==> config.mk <==
export PLATFORM = sky130hd
export DESIGN_NAME = record_fixup_applier
export DESIGN_NICKNAME = d
export VERILOG_FILES = /design/src/sv/rfa_pkg.sv /design/src/sv/rfa_out_queue.sv /design/src/sv/rfa_fixup_core.sv /design/src/sv/record_fixup_applier.sv
export SDC_FILE = /design/constraint.sdc
export NUM_CORES = 1
export LEC_CHECK = 0
export BUFFER_PORTS_ARGS = -buffer_cell sky130_fd_sc_hd__buf_2
export CAP_MARGIN = 20
export CORE_MARGIN = 2
export CORE_UTILIZATION = 64
export DETAILED_ROUTE_END_ITERATION = 10
export PLACE_DENSITY = 0.8
export SYNTH_ARGS = -nofsm -noshare
export SYNTH_HDL_FRONTEND = slang
export SYNTH_SLANG_ARGS = --single-unit
==> constraint.sdc <==
create_clock -name clock -period 10.3 [get_ports clock]
set_input_delay 1.03 -clock clock [delete_from_list [all_inputs] [get_ports clock]]
set_output_delay 1.03 -clock clock [all_outputs]
set_load 0.01 [all_outputs]
==> src/sv/rfa_pkg.sv <==
package rfa_pkg;

   localparam logic [15:0] MIN_ARRAY_OFFSET = 16'd42;

   localparam logic [2:0] STATUS_OK       = 3'd0;
   localparam logic [2:0] STATUS_BAD_HDR  = 3'd1;
   localparam logic [2:0] STATUS_MISMATCH = 3'd2;
   localparam logic [2:0] STATUS_SHORT    = 3'd3;
   localparam logic [2:0] STATUS_PAST_END = 3'd4;

   localparam logic CSR_OFFSET_POS = 1'b0;
   localparam logic CSR_COUNT_POS  = 1'b1;

   localparam int QUEUE_DEPTH = 4;

   typedef struct packed {
      logic [7:0] fixed_byte;
      logic       record_done;
      logic [2:0] fixup_status;
   } rfa_result_type;

   typedef struct packed {
      logic           lead_valid;
      logic           tail_valid;
      rfa_result_type lead;
      rfa_result_type tail;
   } rfa_push_type;

endpackage

==> src/sv/rfa_out_queue.sv <==
module rfa_out_queue
   import rfa_pkg::*;
(
   input  logic           clock,
   input  logic           reset,
   input  rfa_push_type   push,
   output logic           space,
   output logic           rsp_valid,
   input  logic           rsp_ready,
   output rfa_result_type rsp_item
);

   localparam int PTR_W = $clog2(QUEUE_DEPTH);
   localparam int CNT_W = $clog2(QUEUE_DEPTH + 1);

   rfa_result_type    entry_ff [QUEUE_DEPTH];
   logic [PTR_W-1:0]  rd_ptr_ff, rd_ptr_in;
   logic [PTR_W-1:0]  wr_ptr_ff, wr_ptr_in;
   logic [CNT_W-1:0]  count_ff, count_in;
   logic [PTR_W-1:0]  wr_next;
   logic              pop;
   logic [CNT_W-1:0]  push_n;

   assign pop       = (count_ff != '0) && rsp_ready;
   assign rsp_valid = (count_ff != '0);
   assign rsp_item  = entry_ff[rd_ptr_ff];
   assign space     = (count_ff <= CNT_W'(QUEUE_DEPTH - 2));
   assign wr_next   = wr_ptr_ff + PTR_W'(1);
   assign push_n    = CNT_W'(push.lead_valid) + CNT_W'(push.lead_valid & push.tail_valid);

   always_comb begin
      rd_ptr_in = pop ? rd_ptr_ff + PTR_W'(1) : rd_ptr_ff;
      wr_ptr_in = wr_ptr_ff + PTR_W'(push_n);
      count_in  = count_ff + push_n - CNT_W'(pop);
   end

   always_ff @(posedge clock) begin
      if (reset) begin
         rd_ptr_ff <= '0;
         wr_ptr_ff <= '0;
         count_ff  <= '0;
      end else begin
         rd_ptr_ff <= rd_ptr_in;
         wr_ptr_ff <= wr_ptr_in;
         count_ff  <= count_in;
      end
   end

   always_ff @(posedge clock) begin
      if (push.lead_valid) begin
         entry_ff[wr_ptr_ff] <= push.lead;
         if (push.tail_valid) begin
            entry_ff[wr_next] <= push.tail;
         end
      end
   end

endmodule

==> src/sv/rfa_fixup_core.sv <==
module rfa_fixup_core
   import rfa_pkg::*;
#(
   parameter int RECORD_BYTES = 1024,
   parameter int SECTOR_BYTES = 512
) (
   input  logic         clock,
   input  logic         reset,
   input  logic         take,
   input  logic [7:0]   record_byte,
   input  logic         final_byte,
   input  logic [5:0]   offset_pos,
   input  logic [5:0]   count_pos,
   output rfa_push_type push
);

   localparam int POS_W  = $clog2(RECORD_BYTES + 1);
   localparam int SPOS_W = $clog2(SECTOR_BYTES);
   localparam int SLOTS  = RECORD_BYTES / SECTOR_BYTES + 1;
   localparam int IDX_W  = (SLOTS > 1) ? $clog2(SLOTS) : 1;

   logic [POS_W-1:0]  pos_ff, pos_in;
   logic [SPOS_W-1:0] sec_pos_ff, sec_pos_in;
   logic [IDX_W-1:0]  sec_idx_ff, sec_idx_in;
   logic [15:0]       off_ff, off_in;
   logic [15:0]       cnt_ff, cnt_in;
   logic [15:0]       seq_ff, seq_in;
   logic [15:0]       repl_ff [SLOTS];
   logic [15:0]       repl_in [SLOTS];
   logic [7:0]        held_ff, held_in;
   logic              hold_ff, hold_in;
   logic [2:0]        status_ff, status_in;
   logic              stopped_ff, stopped_in;
   logic              hdr_ok_ff, hdr_ok_in;

   logic              in_range;
   logic [6:0]        hl;
   logic              check, good;
   logic [15:0]       p16;
   logic [15:0]       rel;
   logic [14:0]       w;
   logic [IDX_W-1:0]  widx;
   logic [15:0]       pair;
   logic [15:0]       r;
   logic [15:0]       i16;
   logic [17:0]       entry_end;
   logic              lead_v, tail_v;
   logic [7:0]        lead_b, tail_b;

   always_comb begin
      in_range   = (pos_ff < POS_W'(RECORD_BYTES));
      p16        = 16'(pos_ff);
      hl         = ((offset_pos > count_pos) ? {1'b0, offset_pos} : {1'b0, count_pos}) + 7'd1;
      off_in     = off_ff;
      cnt_in     = cnt_ff;
      seq_in     = seq_ff;
      repl_in    = repl_ff;
      held_in    = held_ff;
      hold_in    = hold_ff;
      status_in  = status_ff;
      stopped_in = stopped_ff;
      hdr_ok_in  = hdr_ok_ff;
      rel        = '0;
      w          = '0;
      widx       = '0;
      pair       = {record_byte, held_ff};
      r          = '0;
      i16        = 16'(sec_idx_ff) + 16'd1;
      entry_end  = '0;
      check      = 1'b0;
      good       = 1'b0;
      lead_v     = 1'b1;
      tail_v     = 1'b0;
      lead_b     = record_byte;
      tail_b     = record_byte;

      if (in_range) begin
         // header field capture
         if (pos_ff == POS_W'(offset_pos)) off_in[7:0] = record_byte;
         if (pos_ff == POS_W'({1'b0, offset_pos} + 7'd1)) off_in[15:8] = record_byte;
         if (pos_ff == POS_W'(count_pos)) cnt_in[7:0] = record_byte;
         if (pos_ff == POS_W'({1'b0, count_pos} + 7'd1)) cnt_in[15:8] = record_byte;

         check = (pos_ff == POS_W'(hl)) && !hdr_ok_ff && (status_ff == STATUS_OK);
         good  = (off_in >= MIN_ARRAY_OFFSET) && (off_in < 16'(RECORD_BYTES)) &&
                 (cnt_in != 16'd0) &&
                 (({2'b00, off_in} + {1'b0, cnt_in, 1'b0}) <= 18'(RECORD_BYTES)) &&
                 (off_in > {9'd0, hl});
         if (check) begin
            if (good) begin
               hdr_ok_in = 1'b1;
            end else begin
               if (status_in == STATUS_OK) status_in = STATUS_BAD_HDR;
               stopped_in = 1'b1;
            end
         end

         // update array capture
         if (hdr_ok_in && (p16 >= off_in)) begin
            rel  = p16 - off_in;
            w    = rel[15:1];
            widx = IDX_W'(w - 15'd1);
            if ({1'b0, w} < cnt_in) begin
               if (w == 15'd0) begin
                  if (rel[0]) seq_in[15:8] = record_byte;
                  else seq_in[7:0] = record_byte;
               end else if (w < 15'(SLOTS)) begin
                  if (rel[0]) repl_in[widx][15:8] = record_byte;
                  else repl_in[widx][7:0] = record_byte;
               end
            end
         end

         r = repl_in[sec_idx_ff];
         entry_end = {2'b00, off_in} + {1'b0, i16, 1'b0} + 18'd1;

         if (hold_ff) begin
            hold_in = 1'b0;
            tail_v  = 1'b1;
            if ((pair == seq_in) && (i16 < 16'(SLOTS))) begin
               lead_b = r[7:0];
               tail_b = r[15:8];
            end else begin
               if (status_in == STATUS_OK) status_in = STATUS_MISMATCH;
               stopped_in = 1'b1;
               lead_b = held_ff;
               tail_b = record_byte;
            end
         end else if (hdr_ok_in && !stopped_in && !final_byte &&
                      (sec_pos_ff == SPOS_W'(SECTOR_BYTES - 2))) begin
            if (i16 < cnt_in) begin
               if (entry_end < 18'(pos_ff)) begin
                  held_in = record_byte;
                  hold_in = 1'b1;
                  lead_v  = 1'b0;
               end else begin
                  if (status_in == STATUS_OK) status_in = STATUS_PAST_END;
                  stopped_in = 1'b1;
               end
            end
         end
      end

      if (final_byte && (status_in == STATUS_OK)) begin
         if (pos_ff < POS_W'(RECORD_BYTES - 1)) status_in = STATUS_SHORT;
         else if (!hdr_ok_in) status_in = STATUS_BAD_HDR;
      end

      push.lead_valid        = take && lead_v;
      push.tail_valid        = take && tail_v;
      push.lead.fixed_byte   = lead_b;
      push.lead.record_done  = final_byte && !tail_v;
      push.lead.fixup_status = status_in;
      push.tail.fixed_byte   = tail_b;
      push.tail.record_done  = final_byte;
      push.tail.fixup_status = status_in;

      pos_in     = in_range ? pos_ff + POS_W'(1) : pos_ff;
      sec_pos_in = sec_pos_ff;
      sec_idx_in = sec_idx_ff;
      if (in_range) begin
         if (sec_pos_ff == SPOS_W'(SECTOR_BYTES - 1)) begin
            sec_pos_in = '0;
            sec_idx_in = sec_idx_ff + IDX_W'(1);
         end else begin
            sec_pos_in = sec_pos_ff + SPOS_W'(1);
         end
      end
   end

   always_ff @(posedge clock) begin
      if (reset) begin
         pos_ff     <= '0;
         sec_pos_ff <= '0;
         sec_idx_ff <= '0;
         off_ff     <= '0;
         cnt_ff     <= '0;
         seq_ff     <= '0;
         hold_ff    <= 1'b0;
         status_ff  <= STATUS_OK;
         stopped_ff <= 1'b0;
         hdr_ok_ff  <= 1'b0;
      end else if (take) begin
         if (final_byte) begin
            pos_ff     <= '0;
            sec_pos_ff <= '0;
            sec_idx_ff <= '0;
            off_ff     <= '0;
            cnt_ff     <= '0;
            seq_ff     <= '0;
            hold_ff    <= 1'b0;
            status_ff  <= STATUS_OK;
            stopped_ff <= 1'b0;
            hdr_ok_ff  <= 1'b0;
         end else begin
            pos_ff     <= pos_in;
            sec_pos_ff <= sec_pos_in;
            sec_idx_ff <= sec_idx_in;
            off_ff     <= off_in;
            cnt_ff     <= cnt_in;
            seq_ff     <= seq_in;
            hold_ff    <= hold_in;
            status_ff  <= status_in;
            stopped_ff <= stopped_in;
            hdr_ok_ff  <= hdr_ok_in;
         end
      end
   end

   always_ff @(posedge clock) begin
      if (take) begin
         held_ff <= held_in;
         repl_ff <= repl_in;
      end
   end

endmodule

==> src/sv/record_fixup_applier.sv <==
// a result is registered in the result queue before it is offered; the first byte of a
// sector-end pair waits for its partner and enters the queue together with it
// throughput: one byte per cycle while the queue has room, set by the single-pass fixup
// logic feeding a four-entry result queue that takes up to two results per cycle
// synchronous active-high reset clears record state, the queue, and restores the
// header field positions to 4 and 6
module record_fixup_applier
   import rfa_pkg::*;
#(
   parameter int RECORD_BYTES = 1024,
   parameter int SECTOR_BYTES = 512
) (
   input  logic       clock,
   input  logic       reset,
   input  logic       req_valid,
   output logic       req_ready,
   input  logic [7:0] req_record_byte,
   input  logic       req_final_byte,
   output logic       rsp_valid,
   input  logic       rsp_ready,
   output logic [7:0] rsp_fixed_byte,
   output logic       rsp_record_done,
   output logic [2:0] rsp_fixup_status,
   input  logic       csr_valid,
   output logic       csr_ready,
   input  logic       csr_index,
   input  logic [5:0] csr_wdata
);

   logic [5:0]     offset_pos_ff;
   logic [5:0]     count_pos_ff;
   logic           space;
   logic           take;
   rfa_push_type   push;
   rfa_result_type rsp_item;

   assign csr_ready        = 1'b1;
   assign req_ready        = space;
   assign take             = req_valid && space;
   assign rsp_fixed_byte   = rsp_item.fixed_byte;
   assign rsp_record_done  = rsp_item.record_done;
   assign rsp_fixup_status = rsp_item.fixup_status;

   always_ff @(posedge clock) begin
      if (reset) begin
         offset_pos_ff <= 6'd4;
         count_pos_ff  <= 6'd6;
      end else if (csr_valid) begin
         unique case (csr_index)
            CSR_OFFSET_POS: offset_pos_ff <= csr_wdata;
            CSR_COUNT_POS:  count_pos_ff  <= csr_wdata;
            default: ;
         endcase
      end
   end

   rfa_fixup_core #(
      .RECORD_BYTES (RECORD_BYTES),
      .SECTOR_BYTES (SECTOR_BYTES)
   ) u_core (
      .clock       (clock),
      .reset       (reset),
      .take        (take),
      .record_byte (req_record_byte),
      .final_byte  (req_final_byte),
      .offset_pos  (offset_pos_ff),
      .count_pos   (count_pos_ff),
      .push        (push)
   );

   rfa_out_queue u_queue (
      .clock     (clock),
      .reset     (reset),
      .push      (push),
      .space     (space),
      .rsp_valid (rsp_valid),
      .rsp_ready (rsp_ready),
      .rsp_item  (rsp_item)
   );

endmodule

# --- Yosys cells after proc, flatten, opt, wreduce, memory -nomap -nowiden ---
# Memories as Yosys holds them, arrays and structs flattened. A register that Yosys moved wholly into a read port is not among the register bits.
# Index checks and enable logic that the tools add are counted.
# Widths: inputs -> output; s select.
totals:
  register_bits: 151
  ramBits: 48
  in_bits: 21
  output_inout_bits: 15
  word_cells: 205
  memories: 1
mem_list:
  columns: ["name", "depth", "width", "rd", "rd_ports_with_merged_regs", "write_ports", "line", "text"]
  rows:
  - ["u_queue.entry_ff", 4, 12, 1, 1, 2, "rfa_out_queue.sv:16", "rfa_result_type entry_ff [QUEUE_DEPTH];"]
classes:
  add_sub_neg: 18
  magnitude_cmp: 17
  eq_ne: 8
  n_mux: 101
  bitwise_logic: 5
  n_reduce_logical: 36
op_table:
  columns: ["operator", "n"]
  rows:
  - ["$mux 48", 6]
  - ["$mux 16", 13]
  - ["$mux 8", 17]
  - ["$bwmux 48", 2]
  - ["$demux 16 s2", 2]
  - ["$mux 3", 16]
  - ["$add 16x17->18", 2]
  - ["$mux 1", 33]
  - ["$bmux 16 s2", 1]
  - ["$mux 9", 3]
  - ["$eq 11x11->1", 2]
  - ["$eq 11x6->1", 2]
  - ["$mux 11", 2]
  - ["$add 18x1->18 const B", 1]
  - ["$eq 9x9->1 const B", 2]
  - ["$le 18x11->1 const B", 1]
  - ["$logic_and 1x1->1", 18]
  - ["$lt 18x11->1", 1]
  - ["$eq 16x16->1", 1]
  - ["$ge 11x16->1", 1]
  - ["$ge 16x6->1 const B", 1]
  - ["$gt 16x7->1", 1]
  - ["$lt 15x16->1", 1]
  - ["$lt 16x11->1 const B", 1]
  - ["other kinds (36)", 55]

# --- Longest topological paths before layout ---
# Gate-level depths: netlist of the first run.
depth:
  word_depth: 24
  mapped_depth: 38
  depth_no_buf: 33

# --- Modules after synthesis ---
# From an unflattened synthesis of the first run, not the netlist that was laid out.
hier_totals:
  cells_unflattened: 1480
  hier_area_um2: 14236.2
modules_own_cells:
  columns: ["mod", "n_inst", "cells_each", "area_per_inst_um2", "seq_area_each_um2"]
  rows:
  - ["rfa_fixup_core", 1, 1262, 10887.9, 3203.1]
  - ["rfa_out_queue", 1, 168, 2832.7, 1621.6]
  - ["record_fixup_applier", 1, 50, 515.5, 240.2]

# --- Worst setup path after synthesis of the first run ---
# Ideal clock, no wire load.
synth_path:
  path_kind: "register -> register"
  from: "reg u_core.pos_ff[8]"
  to: "mem u_queue.entry_ff[0][1] in the netlist's numbering (data pin)"
  setup_time_ps: 265
  t_arrival_ps: 7373
  setup_slack_ps: 2663
  stages_incl_launch_ff: 37
  path_cell_list: "dfxtp_1 buf_6 or4_1 buf_2 nor2_1 nand4_1 clkbuf_1 mux2i_1 inv_1 ha_1 inv_1 fa_1 a21o_1 a21oi_1 o21bai_1 a21oi_1 o21ai_0 maj3_1 a211oi_1 inv_1 a21oi_1 nor2_1 xnor2_1 ha_1 a2111oi_0 a31oi_1 a2111oi_4 o211a_1 and3_1 a32oi_1 buf_2 o211a_1 a31oi_4 nand4_4 buf_6 a31o_1 a31o_1"
synth_lines:
  columns: ["item", "line", "text"]
  rows:
  - ["start: declaration", "rfa_fixup_core.sv:22", "logic [POS_W-1:0] pos_ff, pos_in;"]
  - ["start signal: assignment", "rfa_fixup_core.sv:196", "pos_ff <= pos_in;"]
  - ["end: declaration", "rfa_out_queue.sv:16", null]

==> qor.txt, run 1 <==
Final setup fails - 0
Crit Path Class - register to register
Crit path max-delay family - compound AO/OA/AOI/OAI gates
Critical path launch point type - register
Detailed-route via count - 12.33k
Worst Reg-to-Reg Cells - 31
Max_slew headroom - 27.55%
Leakage - 5.769 nW
# nets final - 1618
Drt first pass iters - 5
Pre-CTS WS - 1.091 ns
Largest net degree at the start of global routing - 86
Post-CTS setup buffers - 0
FF+latch count, synth - 201
Boundary Pins - 36
Maximum Capacitance Violations - 0
Syn Nets - 1644
TNS Setup - 0 ns
CP bufs+invs - 3
Final Power - 0.002393 W
Worst-Margin Slew - 1.057 ns
RSZ-0062 raised after global routing - false
Multi-input logic area - 8282 um2
First-pass GRT wire length - 62890 um
CTS Buf Count - 23
Worst-path fanout max - 17
Syn Std Cell Area - 14080 um2
Maximum buffer depth of the clock tree - 3
Site Rows - 54
Initial Util - 64.94%
Cts repair resizes - 0
Critical path's slowest cell - or4_1
HP Start - u_core.repl_ff[9]$_DFFE_PP_
Fin. Hold Viols - 0
Hold Path End - u_core.repl_ff[9]$_DFFE_PP_
Worst Path Arrival - 9.56 ns
Synth warnings - 0
Worst vdd ir - 0.1211 mV
Status - completed
Final HPWL DP - 28280 um
Hold_buf cts - 0
Die Width - 152.3 um
Hold Path Class - register to register
Reg clk slew, reported paths - 0.06 ns
FMAX - 0.1074 GHz
Clk root buf - clkbuf_16
Die ar. - 23210 um2
Clock Skew - 0.02047 ns
Final worst-path cycle share - 90.37%
Sequential cell area - 5065 um2
Ys async rst share - 0%
Detail Route Antenna Nets - 0
Post-synthesis cell type count - 90
Power density cells - 157.5 nW/um2
Post-synthesis sequential area ratio - 35.96%
Wire per inst - 21.91 um
Vias in the first global route - 11.83k
R2R Path End - u_queue.entry_ff[0][4]$_DFFE_PP_
Post-synthesis cell count - 1543
Initial antenna violation count - 1
Reg-to-reg slack, setup - 0.99 ns
Worst hold slack - 0.4645 ns
Number of synthesized flops with an enable pin - 104
Die Y - 152.3 um
Data required, critical path - 10.55 ns
DRT Wirelength - 39740 um
Area growth from synthesis to layout - 7.907%
Buffers on Ports - 34
Share of layout cells above drive strength 1 - 12.06%
Area of the core - 21690 um2
Ant diodes - 0
Main synth FF type - edfxtp_1
H-tree lvl count - 1
CP endpoint kind - register
GR Overflow Total - 0
Min Clock Period, post-route - 9.308 ns
Fill count - 1693
CP max stage delay - 0.63 ns
Final worst setup slack - 0.9924 ns
Count of pins over their slew limit - 0
Share of the core filled with cells - 70.07%
Worst r2r src - u_core.pos_ff[10]$_SDFFE_PP0P_
Gpl congestion - 0.9667
Hold path depth - 0
DRC violations left - 0
Via density - 6.799
Global-route usage over all layers - 33.31%
Syn Area/Cell - 9.127 um2
CTS tree - built
Worst skew pair latency - 0.53 ns
CTS Sinks - 201
DRT iter0 DRCs - 1142
through the flow:
stage	cells	cell area (um2)
after floorplan	1543	14080
after CTS	1814	15200
final	1814	15200
after detailed placement	1772	14370
after global routing	1814	15200
after global placement	1772	14370
state kept, by name, indices dropped and copies added, names as in the netlist, named ones only:
| register | cells |
|---|---|
| u_core.seq_ff | 16 |
| u_core.held_ff | 8 |
| u_core.cnt_ff | 16 |
| count_pos_ff | 6 |
| u_core.repl_ff | 48 |
| u_queue.rd_ptr_ff | 2 |
| u_core.sec_pos_ff | 9 |
| u_queue.count_ff | 3 |
| u_queue.wr_ptr_ff | 2 |
| u_core.sec_idx_ff | 2 |
| u_core.hold_ff | 1 |
| u_core.pos_ff | 11 |
| u_core.stopped_ff | 1 |
| u_queue.entry_ff | 48 |
| u_core.status_ff | 3 |
| offset_pos_ff | 6 |
| u_core.hdr_ok_ff | 1 |
| u_core.off_ff | 16 |
final cells by class:
type | count | area share (%)
tap | 280 | 2.305
clock inverter | 8 | 0.8480
inverter | 86 | 2.124
multi-input combinational | 1147 | 54.50
sequential | 201 | 33.33
timing repair buffer | 58 | 2.305
clock buffer | 34 | 4.594
per-layer routing:
layer,GRT usage (%),wire length [um],vias to the layer above
met1,43.05,15760,5875
li1,-,-,5643
met5,0,0,-
met4,15.35,1810,0
met3,4.807,3548,132
met2,55.60,18630,683
logic make-up (layout without fill, tap and decap cells):
kind of cell               count (synthesis)  count (layout)  share of synthesized area (%)
muxes                                     86              86                          8.067
AOI/OAI and AO/OA                        431             431                          21.05
other                                      1               1                        0.02663
and+or+nand+nor                          458             458                          16.38
xor gates and xnor gates                  87              87                          5.410
DFF                                      201             201                          35.96
adders and majority gates                 84              84                          7.605
buffers and inverters                    195             186                          5.499
worst register-to-register path: cells and delay by family (launching register included):
kind / cells / cell delay (ns)
DFF: 1 / 0.47
AOI/OAI and AO/OA: 14 / 3.77
buffers and inverters: 3 / 0.33
xor gates and xnor gates: 1 / 0.13
adders and majority gates: 4 / 1.26
and+or+nand+nor: 7 / 2.20
muxes: 2 / 0.86
layout by cell type (no fill, tap or decap), drive strengths merged, types with 19 or more instances in the layout:
master / netlist / routed
nor3: 25 / 25
buf: 14 / 58
nand2: 80 / 80
nand3: 42 / 42
clkbuf: 95 / 34
inv: 85 / 86
nor2: 151 / 151
a211oi: 23 / 23
xor2: 30 / 30
nand4: 30 / 30
a21oi: 111 / 111
ha: 76 / 76
xnor2: 57 / 57
mux2i: 38 / 38
a22oi: 80 / 80
dfxtp: 97 / 97
and2: 19 / 19
a21o: 31 / 31
edfxtp: 104 / 104
o21ai: 80 / 80
mux2: 36 / 36
worst max-delay path by stage:
| stage | from | to | slack [ns] | cells after the start |
|---|---|---|---|---|
| final | u_core.pos_ff[10]$_SDFFE_PP0P_ | u_queue.entry_ff[0][4]$_DFFE_PP_ | 0.99 | 31 |
| after global routing | u_core.pos_ff[5]$_SDFFE_PP0P_ | u_queue.entry_ff[0][5]$_DFFE_PP_ | 0.20 | 31 |
| after CTS | u_core.pos_ff[10]$_SDFFE_PP0P_ | u_queue.entry_ff[0][4]$_DFFE_PP_ | 1.02 | 29 |
| after detailed placement | u_core.pos_ff[10]$_SDFFE_PP0P_ | u_queue.entry_ff[0][4]$_DFFE_PP_ | 1.09 | 29 |
| after global placement | u_core.pos_ff[10]$_SDFFE_PP0P_ | u_queue.entry_ff[0][4]$_DFFE_PP_ | 1.45 | 29 |
| after floorplan | u_core.pos_ff[8]$_SDFFE_PP0P_ | u_queue.entry_ff[0][1]$_DFFE_PP_ | 2.66 | 36 |
cell usage after synthesis, types with 17 or more instances:
library cell,instances,area [um2]
edfxtp_1,104,3123
xnor2_1,57,499.2
inv_1,85,319.1
dfxtp_1,97,1942
and2_1,19,118.9
nand2_1,80,300.3
and3_1,17,106.4
xor2_1,30,262.8
mux2_2,29,326.6
nand4_1,29,181.4
nand3_1,42,210.2
a211oi_1,23,172.7
nor2_1,149,559.3
a21oi_1,111,555.5
a21o_1,31,232.7
nor3_1,24,120.1
clkbuf_1,95,356.6
nor2b_1,18,112.6
a22oi_1,67,503.0
ha_1,76,950.9
mux2i_1,33,330.3
o21ai_0,72,360.4
power breakdown:
group	internal (W)	switching, W	leakage [nW]	total (W)
sequential	0.000902	0.0000417	1.63	0.000944
combinational	0.000220	0.000341	3.73	0.000562
clock	0.000546	0.000342	0.409	0.000888
(Power assumes the default switching activity.)
==> inputs of run 2 (changes only) <==
--- a/config.mk
+++ b/config.mk
@@ -11,6 +11,7 @@
 export CORE_UTILIZATION = 64
 export DETAILED_ROUTE_END_ITERATION = 10
 export PLACE_DENSITY = 0.8
+export REMOVE_ABC_BUFFERS = 1
 export SYNTH_ARGS = -nofsm -noshare
 export SYNTH_HDL_FRONTEND = slang
 export SYNTH_SLANG_ARGS = --single-unit
==> run 2 against run 1 <==
Effect of this change: fmax down 1.5%; power down 2.2%; flip-flop and latch count unchanged; final area down 0.48%; sequential power about the same; critical endpoint unchanged; largest cell class unchanged; largest power group unchanged.
==> qor.txt, run 2 (synthesized netlist as in run 1, its figures left out) <==
Initial Util - 64.94% (unchanged)
Hold path depth - 0 (unchanged)
Drt first pass iters - 6 (+1)
RSZ-0062 raised after global routing - false
Ant diodes - 0 (unchanged)
Global-route usage over all layers - 33.75% (+0.44 points)
Die ar. - 23210 um2 (unchanged)
Fin. Hold Viols - 0 (unchanged)
Area of the core - 21690 um2 (unchanged)
CTS Buf Count - 23 (unchanged)
Clock Skew - 0.01396 ns (-0.006515 ns)
Combinational fraction of design power - 24.3% (+0.8 points)
Routed met1 length - 16430 um (+4.2%)
Largest net degree at the start of global routing - 86 (unchanged)
Max_slew headroom - 34.42% (+6.9 points)
Vias in the first global route - 11.83k (-0.0085%)
Leakage - 5.733 nW (-0.61%)
Die Width - 152.3 um (unchanged)
Worst-Margin Slew - 0.9817 ns (-0.07484 ns)
Top flop regs - u_core.repl_ff x48, u_queue.entry_ff x48
H-tree lvl count - 1 (unchanged)
Worst-path fanout max - 17 (unchanged)
Sequential power share - 40.4% (+1.0 points)
Detailed-route via count - 12.26k (-0.63%)
Buffers on Ports - 34 (unchanged)
CP endpoint kind - register
GR Overflow Total - 0 (unchanged)
Data required, critical path - 10.65 ns (+0.10 ns)
First-pass GRT wire length - 63830 um (+1.5%)
Worst vdd ir - 0.1220 mV (+0.81%)
Maximum buffer depth of the clock tree - 3 (unchanged)
Multi-input logic area - 8270 um2 (-0.14%)
Clk root buf - clkbuf_16
DRT iter0 DRCs - 1106 (-3.2%)
Reg clk slew, reported paths - 0.06 ns (about the same)
Top routing layer in use - met4
CTS Sinks - 201 (unchanged)
Detail Route Antenna Nets - 0 (unchanged)
Clock Power Share - 35.3% (-1.8 points)
Most frequent cells in the layout - nor2_1, a21oi_1, edfxtp_1
Pre-CTS WS - 1.018 ns (-0.07268 ns)
Via density - 6.752 (-0.69%)
Boundary Pins - 36 (unchanged)
Maximum Capacitance Violations - 0 (unchanged)
Site Rows - 54 (unchanged)
Wire per inst - 21.91 um (about the same)
TNS Setup - 0 ns (unchanged)
Final Cell Area - 15120 um2 (-0.48%)
Critical path launch point type - register
Hold Path Class - register to register
Share of layout cells above drive strength 1 - 12.18% (+0.12 points)
Critical path's slowest cell - a32o_1
Area growth from synthesis to layout - 7.392%
Crit Path Class - register to register
DRC violations left - 0 (unchanged)
Switch Pwr - 0.0007404 W (+2.2%)
Final HPWL DP - 28040 um (-0.85%)
Power density cells - 154.7 nW/um2 (-1.8%)
Count of pins over their slew limit - 0 (unchanged)
Cell Count, Final, Fillers Out - 1815 (+0.055%)
Final worst-path cycle share - 91.78% (+1.4 points)
Sequential cell area - 5065 um2 (unchanged)
Status - completed
Gpl congestion - 0.9447 (-2.3%)
Post-CTS setup buffers - 0 (unchanged)
Post-Place Cell Area - 14370 um2 (about the same)
Final setup fails - 0 (unchanged)
Commonest non-fill, non-tap cell in the layout - nor2_1
DRT Wirelength - 39770 um (about the same)
DR WL met2 - 18010 um (-3.3%)
Fill count - 1664 (-1.7%)
CTS tree - built
Worst Path Arrival - 9.81 ns (+0.25 ns)
Worst Reg-to-Reg Cells - 31 (unchanged)
Initial antenna violation count - 0 (-1)
Internal power - 0.001599 W (-4.2%)
Die Y - 152.3 um (unchanged)
Min Clock Period, post-route - 9.454 ns (+0.1460 ns)
Cells after DPL - 1773 (+0.056%)
Worst skew pair latency - 0.54 ns (about the same)
WL met3 - 3274 um (-7.7%)
Share of the core filled with cells - 69.74% (-0.33 points)
CP max stage delay - 0.65 ns (+0.02 ns)
FMAX - 0.1058 GHz (-1.5%)
# nets final - 1619 (+0.062%)
Sw Share - 31.65% (+1.4 points)
Final worst setup slack - 0.8464 ns (-0.1460 ns)
run 2: changes by cell type in the layout (fill, tap and decap cells not counted), sizes merged:
cell and delta:
clkbuf -3, clkinv +1, buf +1, clkinvlp +3, inv +1, bufinv -2
run 2: metal layers:
metal | up-vias | GRT usage [%]
met3 | 143 | 4.835
met4 | 0 | 15.89
met1 | 5845 | 45.73
met5 | - | 0
li1 | 5652 | -
met2 | 615 | 53.75
run 2: area by class of cell:
| type | count | share of cell area (%) |
|---|---|---|
| Multi-Input combinational cell | 1147 | 54.68 |
| Sequential cell | 201 | 33.49 |
| Clock buffer | 31 | 4.335 |
| Timing Repair Buffer | 59 | 2.366 |
| Tap cell | 280 | 2.316 |
| Inverter | 86 | 2.134 |
| Clock inverter | 11 | 0.6784 |
run 2: through the flow:
stage / hold slack [ns] / total power [W]
finish: 0.4535 / 0.002340
global route: 0.4668 / 0.002433
CTS: 0.4584 / 0.002334
detailed placement: 0.4442 / 0.001517
global placement: 0.4385 / 0.001499
floorplan: 0.4168 / 0.001330
run 2: worst max-delay path, delay by kind of cell, from the launching register on:
family / cells / cell delay, ns
xor gates and xnor gates: 1 / 0.13
DFF: 1 / 0.46
muxes: 2 / 0.78
and+or+nand+nor: 7 / 2.40
AOI/OAI and AO/OA: 14 / 3.86
buffers and inverters: 3 / 0.35
adders and majority gates: 4 / 1.29
run 2: final timing paths:
kind / start / endpoint / slack [ns]
worst max-delay path: u_core.pos_ff[10]$_SDFFE_PP0P_ / u_queue.entry_ff[0][4]$_DFFE_PP_ / 0.85
worst min-delay path: u_core.repl_ff[9]$_DFFE_PP_ / u_core.repl_ff[9]$_DFFE_PP_ / 0.45
worst max register to register: u_core.pos_ff[10]$_SDFFE_PP0P_ / u_queue.entry_ff[0][4]$_DFFE_PP_ / 0.85
worst min register to register: u_core.repl_ff[9]$_DFFE_PP_ / u_core.repl_ff[9]$_DFFE_PP_ / 0.45
run 2: power groups by stage:
stage          Clock, W  Combinational, W  Sequential, W
6_report       0.000825          0.000569       0.000945
5_1_grt        0.000861          0.000621       0.000952
4_1_cts        0.000829          0.000560       0.000945
3_5_place_dp          0          0.000555       0.000962
3_3_place_gp          0          0.000540       0.000959
2_1_floorplan         0          0.000379       0.000950
run 2: repair_timing:
| action | 4_1_cts | 5_1_grt |
|---|---|---|
| resized for setup | 0 | 1 |
| setup endpoints to repair | 0 | 3 |
| hold buffers | 0 | 0 |
